### config.mk
export PLATFORM = sky130hd
export DESIGN_NAME = matrix_order_mod_prime
export DESIGN_NICKNAME = d
export VERILOG_FILES = /design/src/hw/rtl/mop_pkg.sv /design/src/hw/rtl/mop_divider.sv /design/src/hw/rtl/mop_matmul.sv /design/src/hw/rtl/mop_datapath.sv /design/src/hw/rtl/mop_control.sv /design/src/hw/rtl/matrix_order_mod_prime.sv
export SDC_FILE = /design/constraint.sdc
export NUM_CORES = 2
export LEC_CHECK = 0
export ABC_AREA = 1
export BUFFER_PORTS_ARGS = -buffer_cell sky130_fd_sc_hd__buf_2
export CORE_AREA = 2 2 569 430
export DETAILED_ROUTE_END_ITERATION = 7
export DIE_AREA = 0 0 571 432
export GPL_TIMING_DRIVEN = 0
export PLACE_DENSITY = 0.65
export SLEW_MARGIN = 20
export SYNTH_ARGS = -nofsm -noshare
export SYNTH_HDL_FRONTEND = slang
export SYNTH_SLANG_ARGS = --single-unit
export TNS_END_PERCENT = 100
### constraint.sdc
create_clock -name clock -period 8.6 [get_ports clock]
set_input_delay 0.43 -clock clock [delete_from_list [all_inputs] [get_ports clock]]
set_output_delay 0.43 -clock clock [all_outputs]
set_load 0.005 [all_outputs]
### src/hw/rtl/mop_pkg.sv
package mop_pkg;
   localparam int PRIME_BITS  = 20;
   localparam int MAX_FACTORS = 16;
   localparam int MOD_W   = 20;
   localparam int ORDER_W = 40;
   localparam int N_W     = 2 * PRIME_BITS;
   localparam int FAC_IW  = $clog2(MAX_FACTORS);
   localparam int FAC_CW  = $clog2(MAX_FACTORS + 1);
   localparam int EXP_CW  = $clog2(N_W + 1);

   typedef enum logic [1:0] {
      ALU_NONE,
      ALU_DIV,
      ALU_MUL
   } alu_op_type;

   typedef enum logic [4:0] {
      ST_IDLE,
      ST_SQR,
      ST_TRIAL,
      ST_TRIAL_W,
      ST_TRIAL_CHK,
      ST_STRIP,
      ST_STRIP_W,
      ST_STRIP_CHK,
      ST_TAIL,
      ST_ORD_START,
      ST_ORD_DIV,
      ST_ORD_DIV_W,
      ST_ORD_CHK,
      ST_POW_INIT,
      ST_POW_BIT,
      ST_POW_MUL,
      ST_POW_MUL_W,
      ST_POW_SQ,
      ST_POW_SQ_W,
      ST_POW_DONE,
      ST_NEXT_FAC,
      ST_RESULT
   } state_type;

   typedef struct packed {
      logic load;
      logic special;
      logic sqr;
      logic trial_start;
      logic trial_take;
      logic strip_start;
      logic strip_take;
      logic d_inc;
      logic fac_push_d;
      logic fac_push_rest;
      logic ord_start;
      logic ord_take;
      logic ord_accept;
      logic pow_init;
      logic mul_start;
      logic mul_take;
      logic sq_start;
      logic sq_take;
      logic exp_shift;
      logic fac_next;
   } dp_cmd_type;

   typedef struct packed {
      logic is_special;
      logic div_done;
      logic mul_done;
      logic rem_zero;
      logic d_over;
      logic rest_gt1;
      logic fac_full;
      logic fac_left;
      logic exp_zero;
      logic exp_lsb;
      logic acc_unit;
   } dp_sts_type;
endpackage

### src/hw/rtl/mop_divider.sv
module mop_divider (
   input  logic                     clock,
   input  logic                     reset,
   input  logic                     start,
   input  logic [mop_pkg::N_W-1:0]  dividend,
   input  logic [mop_pkg::N_W-1:0]  divisor,
   output logic                     done,
   output logic [mop_pkg::N_W-1:0]  quotient,
   output logic [mop_pkg::N_W-1:0]  remainder
);
   import mop_pkg::*;

   // Restoring division, one quotient bit per cycle.
   logic [N_W-1:0]    quo_ff, quo_in, rem_ff, rem_in, dsr_ff, dsr_in;
   logic [EXP_CW-1:0] cnt_ff, cnt_in;
   logic              busy_ff, busy_in, done_ff, done_in;
   logic [N_W:0]      trial;

   always_comb begin
      quo_in  = quo_ff;
      rem_in  = rem_ff;
      dsr_in  = dsr_ff;
      cnt_in  = cnt_ff;
      busy_in = busy_ff;
      done_in = 1'b0;
      trial   = {rem_ff, quo_ff[N_W-1]};
      if (start) begin
         quo_in  = dividend;
         rem_in  = '0;
         dsr_in  = divisor;
         cnt_in  = EXP_CW'(N_W);
         busy_in = 1'b1;
      end else if (busy_ff) begin
         if (trial >= {1'b0, dsr_ff}) begin
            rem_in = N_W'(trial - {1'b0, dsr_ff});
            quo_in = {quo_ff[N_W-2:0], 1'b1};
         end else begin
            rem_in = trial[N_W-1:0];
            quo_in = {quo_ff[N_W-2:0], 1'b0};
         end
         cnt_in = cnt_ff - 1'b1;
         if (cnt_ff == EXP_CW'(1)) begin
            busy_in = 1'b0;
            done_in = 1'b1;
         end
      end
   end

   always_ff @(posedge clock) begin
      if (reset) begin
         busy_ff <= 1'b0;
         done_ff <= 1'b0;
         cnt_ff  <= '0;
      end else begin
         busy_ff <= busy_in;
         done_ff <= done_in;
         cnt_ff  <= cnt_in;
      end
      quo_ff <= quo_in;
      rem_ff <= rem_in;
      dsr_ff <= dsr_in;
   end

   assign done      = done_ff;
   assign quotient  = quo_ff;
   assign remainder = rem_ff;
endmodule

### src/hw/rtl/mop_matmul.sv
module mop_matmul (
   input  logic                           clock,
   input  logic                           reset,
   input  logic                           start,
   input  logic [mop_pkg::PRIME_BITS-1:0] p,
   input  logic [mop_pkg::PRIME_BITS-1:0] xa, xb, xc, xd,
   input  logic [mop_pkg::PRIME_BITS-1:0] ya, yb, yc, yd,
   output logic                           done,
   output logic [mop_pkg::PRIME_BITS-1:0] ra, rb, rc, rd
);
   import mop_pkg::*;

   // Eight products in sequence; each product is reduced by the shared
   // divider, and pair sums by one compare and subtract.
   localparam int PW = PRIME_BITS;
   logic [2:0]      idx_ff, idx_in;
   logic [1:0]      ph_ff, ph_in;   // 0 idle, 1 multiply, 2 start divide, 3 wait
   logic            done_ff, done_in;
   logic [2*PW-1:0] prod_ff, prod_in;
   logic [PW-1:0]   half_ff, half_in;
   logic [PW-1:0]   r_ff [4];
   logic [PW-1:0]   r_in [4];
   logic [PW-1:0]   opx, opy;
   logic            dv_start, dv_done;
   logic [N_W-1:0]  dv_q, dv_r;
   logic [PW:0]     sum;

   mop_divider u_div (
      .clock(clock), .reset(reset), .start(dv_start),
      .dividend(N_W'(prod_ff)), .divisor(N_W'(p)),
      .done(dv_done), .quotient(dv_q), .remainder(dv_r)
   );

   always_comb begin
      unique case (idx_ff)
         3'd0: begin opx = xa; opy = ya; end
         3'd1: begin opx = xb; opy = yc; end
         3'd2: begin opx = xa; opy = yb; end
         3'd3: begin opx = xb; opy = yd; end
         3'd4: begin opx = xc; opy = ya; end
         3'd5: begin opx = xd; opy = yc; end
         3'd6: begin opx = xc; opy = yb; end
         default: begin opx = xd; opy = yd; end
      endcase
   end

   always_comb begin
      idx_in   = idx_ff;
      ph_in    = ph_ff;
      done_in  = 1'b0;
      prod_in  = prod_ff;
      half_in  = half_ff;
      r_in     = r_ff;
      dv_start = 1'b0;
      sum      = {1'b0, half_ff} + {1'b0, dv_r[PW-1:0]};
      if (start) begin
         idx_in = '0;
         ph_in  = 2'd1;
      end else if (ph_ff == 2'd1) begin
         prod_in = opx * opy;
         ph_in   = 2'd2;
      end else if (ph_ff == 2'd2) begin
         ph_in    = 2'd3;
         dv_start = 1'b1;
      end else if (ph_ff == 2'd3) begin
         if (dv_done) begin
            if (!idx_ff[0]) begin
               half_in = dv_r[PW-1:0];
            end else begin
               r_in[idx_ff[2:1]] = (sum >= {1'b0, p}) ? PW'(sum - {1'b0, p})
                                                        : sum[PW-1:0];
            end
            if (idx_ff == 3'd7) begin
               ph_in   = 2'd0;
               done_in = 1'b1;
            end else begin
               idx_in = idx_ff + 1'b1;
               ph_in  = 2'd1;
            end
         end
      end
   end

   always_ff @(posedge clock) begin
      if (reset) begin
         ph_ff   <= 2'd0;
         done_ff <= 1'b0;
         idx_ff  <= '0;
      end else begin
         ph_ff   <= ph_in;
         done_ff <= done_in;
         idx_ff  <= idx_in;
      end
      prod_ff <= prod_in;
      half_ff <= half_in;
      r_ff    <= r_in;
   end

   assign done = done_ff;
   assign ra = r_ff[0];
   assign rb = r_ff[1];
   assign rc = r_ff[2];
   assign rd = r_ff[3];
endmodule

### src/hw/rtl/mop_datapath.sv
module mop_datapath (
   input  logic                        clock,
   input  logic                        reset,
   input  mop_pkg::dp_cmd_type         cmd,
   input  logic [mop_pkg::MOD_W-1:0]   modulus,
   output mop_pkg::dp_sts_type         sts,
   output logic [mop_pkg::ORDER_W-1:0] order
);
   import mop_pkg::*;

   localparam int PW = PRIME_BITS;
   logic [PW-1:0]     p_ff;
   logic [N_W-1:0]    rest_ff, ord_ff, t_ff, ex_ff, d_ff;
   logic [ORDER_W-1:0] res_ff;
   logic [N_W-1:0]    fac_ff [MAX_FACTORS];
   logic [FAC_CW-1:0] nf_ff;
   logic [FAC_CW-1:0] fi_ff;
   logic [PW-1:0]     acc_ff [4];
   logic [PW-1:0]     sq_ff  [4];
   logic              sel_sq_ff;
   logic [N_W-1:0]    dv_a, dv_b, dv_q, dv_r;
   logic              dv_start, dv_done, mm_start, mm_done;
   logic [PW-1:0]     mx [4];
   logic [PW-1:0]     mr [4];
   logic [N_W-1:0]    cur_q;
   logic [PW-1:0]     pr [4];
   logic [N_W-1:0]    p_sq, n_next;

   assign cur_q  = fac_ff[fi_ff[FAC_IW-1:0]];
   assign p_sq   = p_ff * p_ff;
   assign n_next = p_sq - N_W'(1);

   always_comb begin
      dv_a = rest_ff;
      dv_b = d_ff;
      if (cmd.ord_start) begin
         dv_a = ord_ff;
         dv_b = cur_q;
      end
   end
   assign dv_start = cmd.trial_start | cmd.strip_start | cmd.ord_start;

   mop_divider u_div (
      .clock(clock), .reset(reset), .start(dv_start),
      .dividend(dv_a), .divisor(dv_b),
      .done(dv_done), .quotient(dv_q), .remainder(dv_r)
   );

   // The left operand must stay selected for the whole product sequence,
   // so the choice made at start is held in a register.
   always_ff @(posedge clock) begin
      if (reset) sel_sq_ff <= 1'b0;
      else if (cmd.sq_start) sel_sq_ff <= 1'b1;
      else if (cmd.mul_start) sel_sq_ff <= 1'b0;
   end

   always_comb begin
      if (sel_sq_ff) mx = sq_ff;
      else           mx = acc_ff;
   end
   assign mm_start = cmd.mul_start | cmd.sq_start;

   mop_matmul u_mm (
      .clock(clock), .reset(reset), .start(mm_start), .p(p_ff),
      .xa(mx[0]), .xb(mx[1]), .xc(mx[2]), .xd(mx[3]),
      .ya(sq_ff[0]), .yb(sq_ff[1]), .yc(sq_ff[2]), .yd(sq_ff[3]),
      .done(mm_done), .ra(mr[0]), .rb(mr[1]), .rc(mr[2]), .rd(mr[3])
   );

   // Base matrix entries reduced mod p; only 7 can reach p for p <= 7.
   always_comb begin
      pr[0] = PW'(1);
      pr[1] = (p_ff > PW'(7)) ? PW'(7) : PW'(7 % 5);
      if (p_ff == PW'(7)) pr[1] = '0;
      else if (p_ff == PW'(6)) pr[1] = PW'(1);
      else if (p_ff == PW'(5)) pr[1] = PW'(2);
      else if (p_ff == PW'(4)) pr[1] = PW'(3);
      pr[2] = PW'(1);
      pr[3] = PW'(1);
   end

   always_ff @(posedge clock) begin
      if (reset) begin
         nf_ff <= '0;
         fi_ff <= '0;
      end else begin
         if (cmd.load) begin
            nf_ff <= '0;
            fi_ff <= '0;
         end
         if ((cmd.fac_push_d || cmd.fac_push_rest) && nf_ff < FAC_CW'(MAX_FACTORS))
            nf_ff <= nf_ff + 1'b1;
         if (cmd.fac_next) fi_ff <= fi_ff + 1'b1;
      end
      if (cmd.load) begin
         p_ff <= PW'(modulus);
      end
      if (cmd.sqr) begin
         rest_ff <= n_next;
         d_ff    <= N_W'(2);
      end
      if (cmd.d_inc) d_ff <= d_ff + 1'b1;
      if (cmd.strip_take) rest_ff <= dv_q;
      if (cmd.fac_push_d) fac_ff[nf_ff[FAC_IW-1:0]] <= d_ff;
      if (cmd.fac_push_rest) fac_ff[nf_ff[FAC_IW-1:0]] <= rest_ff;
      if (cmd.trial_start) t_ff <= '0;
      if (cmd.trial_take) t_ff <= dv_q;
      if (cmd.ord_take) t_ff <= dv_q;
      if (cmd.sqr) ord_ff <= n_next;
      if (cmd.ord_accept) ord_ff <= t_ff;
      if (cmd.pow_init) begin
         ex_ff  <= t_ff;
         acc_ff <= '{PW'(1), PW'(0), PW'(0), PW'(1)};
         sq_ff  <= pr;
      end
      if (cmd.mul_take) acc_ff <= mr;
      if (cmd.sq_take)  sq_ff  <= mr;
      if (cmd.exp_shift) ex_ff <= ex_ff >> 1;
      if (cmd.special) begin
         res_ff <= (p_ff == PW'(7)) ? ORDER_W'(7) : '0;
      end else if (cmd.fac_next && !(fi_ff + 1'b1 < nf_ff)) begin
         res_ff <= ORDER_W'(ord_ff);
      end
   end

   logic [N_W-1:0] rem_hold_ff;
   always_ff @(posedge clock) begin
      if (dv_done) rem_hold_ff <= dv_r;
   end

   assign sts.is_special = (p_ff < PW'(4)) || (p_ff == PW'(7));
   assign sts.div_done   = dv_done;
   assign sts.mul_done   = mm_done;
   assign sts.rem_zero   = (rem_hold_ff == '0);
   assign sts.d_over     = (t_ff < d_ff);
   assign sts.rest_gt1   = (rest_ff > N_W'(1));
   assign sts.fac_full   = (nf_ff >= FAC_CW'(MAX_FACTORS));
   assign sts.fac_left   = (fi_ff < nf_ff);
   assign sts.exp_zero   = (ex_ff == '0);
   assign sts.exp_lsb    = ex_ff[0];
   assign sts.acc_unit   = (acc_ff[0] == PW'(1)) && (acc_ff[1] == '0)
                        && (acc_ff[2] == '0) && (acc_ff[3] == PW'(1));
   assign order = res_ff;
endmodule

### src/hw/rtl/mop_control.sv
module mop_control (
   input  logic                clock,
   input  logic                reset,
   input  logic                start,
   input  mop_pkg::dp_sts_type sts,
   output mop_pkg::dp_cmd_type cmd,
   output logic                busy,
   output logic                strobe
);
   import mop_pkg::*;

   state_type state_ff, state_in;

   always_ff @(posedge clock) begin
      if (reset) state_ff <= ST_IDLE;
      else       state_ff <= state_in;
   end

   always_comb begin
      state_in = state_ff;
      cmd      = '0;
      strobe   = 1'b0;
      unique case (state_ff)
         ST_IDLE: if (start) begin
            cmd.load = 1'b1;
            state_in = ST_SQR;
         end
         ST_SQR: if (sts.is_special) begin
            cmd.special = 1'b1;
            state_in    = ST_RESULT;
         end else begin
            cmd.sqr  = 1'b1;
            state_in = ST_TRIAL;
         end
         // Quotient rest/d is compared with d to end the trial loop.
         ST_TRIAL: begin
            cmd.trial_start = 1'b1;
            state_in        = ST_TRIAL_W;
         end
         ST_TRIAL_W: if (sts.div_done) begin
            cmd.trial_take = 1'b1;
            state_in       = ST_TRIAL_CHK;
         end
         ST_TRIAL_CHK: if (sts.d_over) begin
            state_in = ST_TAIL;
         end else if (sts.rem_zero) begin
            cmd.fac_push_d = !sts.fac_full;
            state_in       = ST_STRIP;
         end else begin
            cmd.d_inc = 1'b1;
            state_in  = ST_TRIAL;
         end
         ST_STRIP: begin
            cmd.strip_start = 1'b1;
            state_in        = ST_STRIP_W;
         end
         ST_STRIP_W: if (sts.div_done) begin
            state_in = ST_STRIP_CHK;
         end
         ST_STRIP_CHK: if (sts.rem_zero) begin
            cmd.strip_take = 1'b1;
            state_in       = ST_STRIP;
         end else begin
            cmd.d_inc = 1'b1;
            state_in  = ST_TRIAL;
         end
         ST_TAIL: begin
            cmd.fac_push_rest = sts.rest_gt1 && !sts.fac_full;
            state_in          = ST_ORD_START;
         end
         ST_ORD_START: if (sts.fac_left) state_in = ST_ORD_DIV;
                       else begin
                          cmd.fac_next = 1'b1;
                          state_in     = ST_RESULT;
                       end
         ST_ORD_DIV: begin
            cmd.ord_start = 1'b1;
            state_in      = ST_ORD_DIV_W;
         end
         ST_ORD_DIV_W: if (sts.div_done) begin
            cmd.ord_take = 1'b1;
            state_in     = ST_ORD_CHK;
         end
         ST_ORD_CHK: if (sts.rem_zero) state_in = ST_POW_INIT;
                     else                state_in = ST_NEXT_FAC;
         ST_POW_INIT: begin
            cmd.pow_init = 1'b1;
            state_in     = ST_POW_BIT;
         end
         ST_POW_BIT: if (sts.exp_zero) state_in = ST_POW_DONE;
                     else if (sts.exp_lsb) state_in = ST_POW_MUL;
                     else state_in = ST_POW_SQ;
         ST_POW_MUL: begin
            cmd.mul_start = 1'b1;
            state_in      = ST_POW_MUL_W;
         end
         ST_POW_MUL_W: if (sts.mul_done) begin
            cmd.mul_take = 1'b1;
            state_in     = ST_POW_SQ;
         end
         ST_POW_SQ: begin
            cmd.sq_start = 1'b1;
            state_in     = ST_POW_SQ_W;
         end
         ST_POW_SQ_W: if (sts.mul_done) begin
            cmd.sq_take   = 1'b1;
            cmd.exp_shift = 1'b1;
            state_in      = ST_POW_BIT;
         end
         ST_POW_DONE: if (sts.acc_unit) begin
            cmd.ord_accept = 1'b1;
            state_in       = ST_ORD_DIV;
         end else begin
            state_in = ST_NEXT_FAC;
         end
         ST_NEXT_FAC: begin
            cmd.fac_next = 1'b1;
            state_in     = sts.fac_left ? ST_ORD_START : ST_RESULT;
         end
         ST_RESULT: begin
            strobe   = 1'b1;
            state_in = ST_IDLE;
         end
         default: state_in = ST_IDLE;
      endcase
   end

   assign busy = (state_ff != ST_IDLE);
endmodule

### src/hw/rtl/matrix_order_mod_prime.sv
// Channel    | Ports                      | Handshake
// request    | start, busy, req_modulus   | taken when start is high and busy low
// response   | rsp_strobe, rsp_order      | shown for one cycle, cannot be held
//
// The trial division loop runs up to about p steps of a serial divider, and
// each matrix power costs some 40 squarings of 8 products, each product
// reduced by a serial divider.
// Reset is synchronous and active high and returns the controller to idle.
// The receiver cannot stall: the result is on rsp_order while rsp_strobe is high.
module matrix_order_mod_prime (
   input  logic                        clock,
   input  logic                        reset,
   input  logic                        start,
   output logic                        busy,
   input  logic [mop_pkg::MOD_W-1:0]   req_modulus,
   output logic                        rsp_strobe,
   output logic [mop_pkg::ORDER_W-1:0] rsp_order
);
   import mop_pkg::*;

   dp_cmd_type cmd;
   dp_sts_type sts;

   // The controller sequences factoring and the power tests; the datapath
   // owns all arithmetic and storage.
   mop_control u_ctl (
      .clock(clock), .reset(reset), .start(start), .sts(sts),
      .cmd(cmd), .busy(busy), .strobe(rsp_strobe)
   );

   mop_datapath u_dp (
      .clock(clock), .reset(reset), .cmd(cmd), .modulus(req_modulus),
      .sts(sts), .order(rsp_order)
   );

   // A result can only appear while a transaction is in progress.
   a_strobe_busy: assert property (@(posedge clock) disable iff (reset)
      rsp_strobe |-> busy) else $error("strobe outside a transaction");

   // An accepted transaction makes the block busy in the next cycle.
   a_accept_busy: assert property (@(posedge clock) disable iff (reset)
      (start && !busy) |=> busy) else $error("accept did not set busy");

   // After a result the block is free again.
   a_strobe_idle: assert property (@(posedge clock) disable iff (reset)
      rsp_strobe |=> !busy) else $error("busy after result");
endmodule
==> results.cfg <==
[floorplanning]
core_sq_mm = 0.242
start_util_pct = 39.7
rows = 157
die_h_microns = 432
die_w_microns = 571
die_area_sq_mm = 0.247
io_pins = 65

[finish]
final_area_sq_mm = 0.108
mostFrequentLayoutCells = nand2_1, inv_1, edfxtp_1
largest_reg_flops = 640
drive_above_1_share_pct = 7.02
post-route-util_pct = 44.8
mostFrequentLayoutCell = nand2_1
layout.nets = 11700
area_growth_pct = 12.7

[route]
drtAntennaViolNets = 0
dr_total_vias = 76900
first_iter_violations = 10500
wl_per_cell_microns = 23.8
drc = 0
routed_wl_microns = 331000
avgViaCountPerCell = 5.52
first_pass_iters = 6

[timing]
period_needed_ns = 8.47
rsz0062_at_grt = true
period_share_pct = 98.5
slew_headroom_pct = 25.8
setup_viol = 0
report.final.slew_viol_count = 0
hold_viol = 0
clock_skew_ns = 0.110
max_freq_ghz = 0.118
tightest_slew_ns = 1.11
setup_ws_ns = 0.126

[global_route]
grt_start_max_net_pins = 50
grt_pass1_wl_microns = 488000
grt_overflow_total = 0
grt_pass1_vias = 74100
grt_usage_pct = 26.6
antenna_found_initial = 10

[run]
max_cap_viol_count = 0

[logic_synthesis]
synth-xor-area-share_pct = 1.61
synth_area_leaders = edfxtp_1, fa_1, nand2_1
synth_top_area_cell = edfxtp_1
synth_seq_area_share_pct = 45.7
yosys.area_share.adder_pct = 19.1
synthesis.nets = 11300
synth_compound_area_share_pct = 9.01
synthesis.area_sq_mm = 0.0960
synth_top_family_by_area = adder cells
yosysTopAreaCellShare_pct = 43.1
synth.avg_cell_area_sq_um = 9.42
synthSimpleGateAreaFrac_pct = 16.5
synthMuxAreaShare_pct = 0
ys_types = 58
netlist_instances = 10200
ys_seq_elements = 1502
synth_warnings = 0

[critical_path]
critPathKind = register to register
cp_max_fo = 10
cp.arrival_ns = 8.99
r2r.worst_path.cells = 29
reg2reg_slack_ns = 0.13
critPathRequiredTime_ns = 9.12
r2r_start = u_dp.u_mm.idx_ff[1]
cpMaxStageDelayCell = clkbuf_1
crit_path_end_kind = register
r2r_end = u_dp.u_mm.prod_ff[39]
startpoint_type = register
max_stage_delay_ns = 0.71

[cts]
htree_num_levels = 4
cts_buffers = 163
cts_root_buf = clkbuf_16
clock_latency_ns = 0.88
path_clk_slew_ns = 0.06
clockBufferDepth = 4
clkSinkCount = 1502
cts_tree = yes

[min_path]
whs_endpoint = u_dp.p_ff[2]
hold_depth = 3
worstHoldStart = start
hp-class = input pin to register

[place]
port_buffers = 64
gp_congestion = 0.994
dp_slack_ns = -0.875
hpwlAfterDp_microns = 260000
placed_area_sq_mm = 0.102

[run_status]
status = finished, final reports clean
critical path: cells and delay by family, from the launching register on:
family                   cells  cell delay (ns)
buffers and inverters       10             1.85
AO/OA/AOI/OAI                2             0.71
flip-flops                   1             0.35
adder cells (fa/ha/maj)      9             4.07
XOR/XNOR                     1             0.14
AND/OR/NAND/NOR              7             1.02
synth_stat cells (all sizes together):
cell	number
a2111o	7
a211o	1
a211oi	2
a21boi	5
a21o	31
a21oi	318
a221oi	1
a22oi	23
a31o	1
a31oi	53
and2	2
and3	1
buf	138
clkbuf	243
clkinv	16
dfxtp	123
edfxtp	1379
fa	622
ha	468
inv	1620
nand2	1941
nand3	270
nand3b	6
nand4	151
nor2	1369
nor2b	1
nor3	74
nor3b	7
nor4	49
o211ai	57
o21a	9
o21ai	836
o21bai	20
o221ai	119
o22ai	42
or2	15
or3	1
xnor2	72
xor2	105
final cells by class:
cell class / count / area (sq um)
Clock buffer: 199 / 4380
Multi-Input combinational cell: 6679 / 44900
Buffer: 378 / 1740
Tap cell: 3259 / 4080
Fill cell: 22900 / 134000
Clock inverter: 87 / 912
Antenna cell: 2 / 5.00
Sequential cell: 1502 / 43900
Inverter: 1636 / 6160
Timing Repair Buffer: 185 / 2150
logic make-up after synthesis:
| family | count (synthesis) |
|---|---|
| buffers and inverters | 2017 |
| and+or+nand+nor | 3887 |
| adders and majority gates | 1090 |
| DFF | 1502 |
| AOI/OAI and AO/OA | 1525 |
| xor gates and xnor gates | 177 |
stage by stage:
step / hold WS, ns / cells / TNS (ns)
floorplan: 0.445 / 10200 / 0
global placement: 0.458 / 13500 / -15.28
detailed placement: 0.470 / 13600 / -10.83
CTS: 0.0698 / 13900 / 0
global route: 0.0940 / 13900 / -0.102
finish: 0.112 / 13900 / 0
timing repair:
action / in CTS / in global routing
endpoints found under the setup margin: 24 / 37
endpoints found under the hold margin: 22 / 0
hold buffers: 21 / 0
gates resized for setup: 55 / 85
setup buffers: 3 / 8
pin swaps: 3 / 11
worst max path at each step:
stage | start | endpoint | slack [ns] | cells past startpoint
floorplan | u_dp.u_mm.idx_ff[0] | u_dp.u_mm.prod_ff[31] | 1.48 | 30
global placement | u_dp.u_mm.idx_ff[0] | u_dp.u_mm.prod_ff[30] | -1.08 | 27
detailed placement | u_dp.u_mm.idx_ff[0] | u_dp.u_mm.prod_ff[30] | -0.87 | 30
CTS | u_dp.u_mm.idx_ff[0] | u_dp.u_mm.prod_ff[39] | 0.005 | 26
global route | u_dp.u_mm.idx_ff[0] | u_dp.u_mm.prod_ff[39] | -0.07 | 27
finish | u_dp.u_mm.idx_ff[1] | u_dp.u_mm.prod_ff[39] | 0.13 | 29
routing by layer:
metal  vias up  share of wire [%]  track usage (%)
li1      34200                  -                -
met1     37800                 44             40.7
met2      4385                 40             36.7
met3       507                 13             6.65
met4         2                3.2             7.73
met5         -             0.0051                0
Power is left out: the tool's default activity adds up to more than one toggle a clock period on the data nets, which glitch-free logic cannot reach.
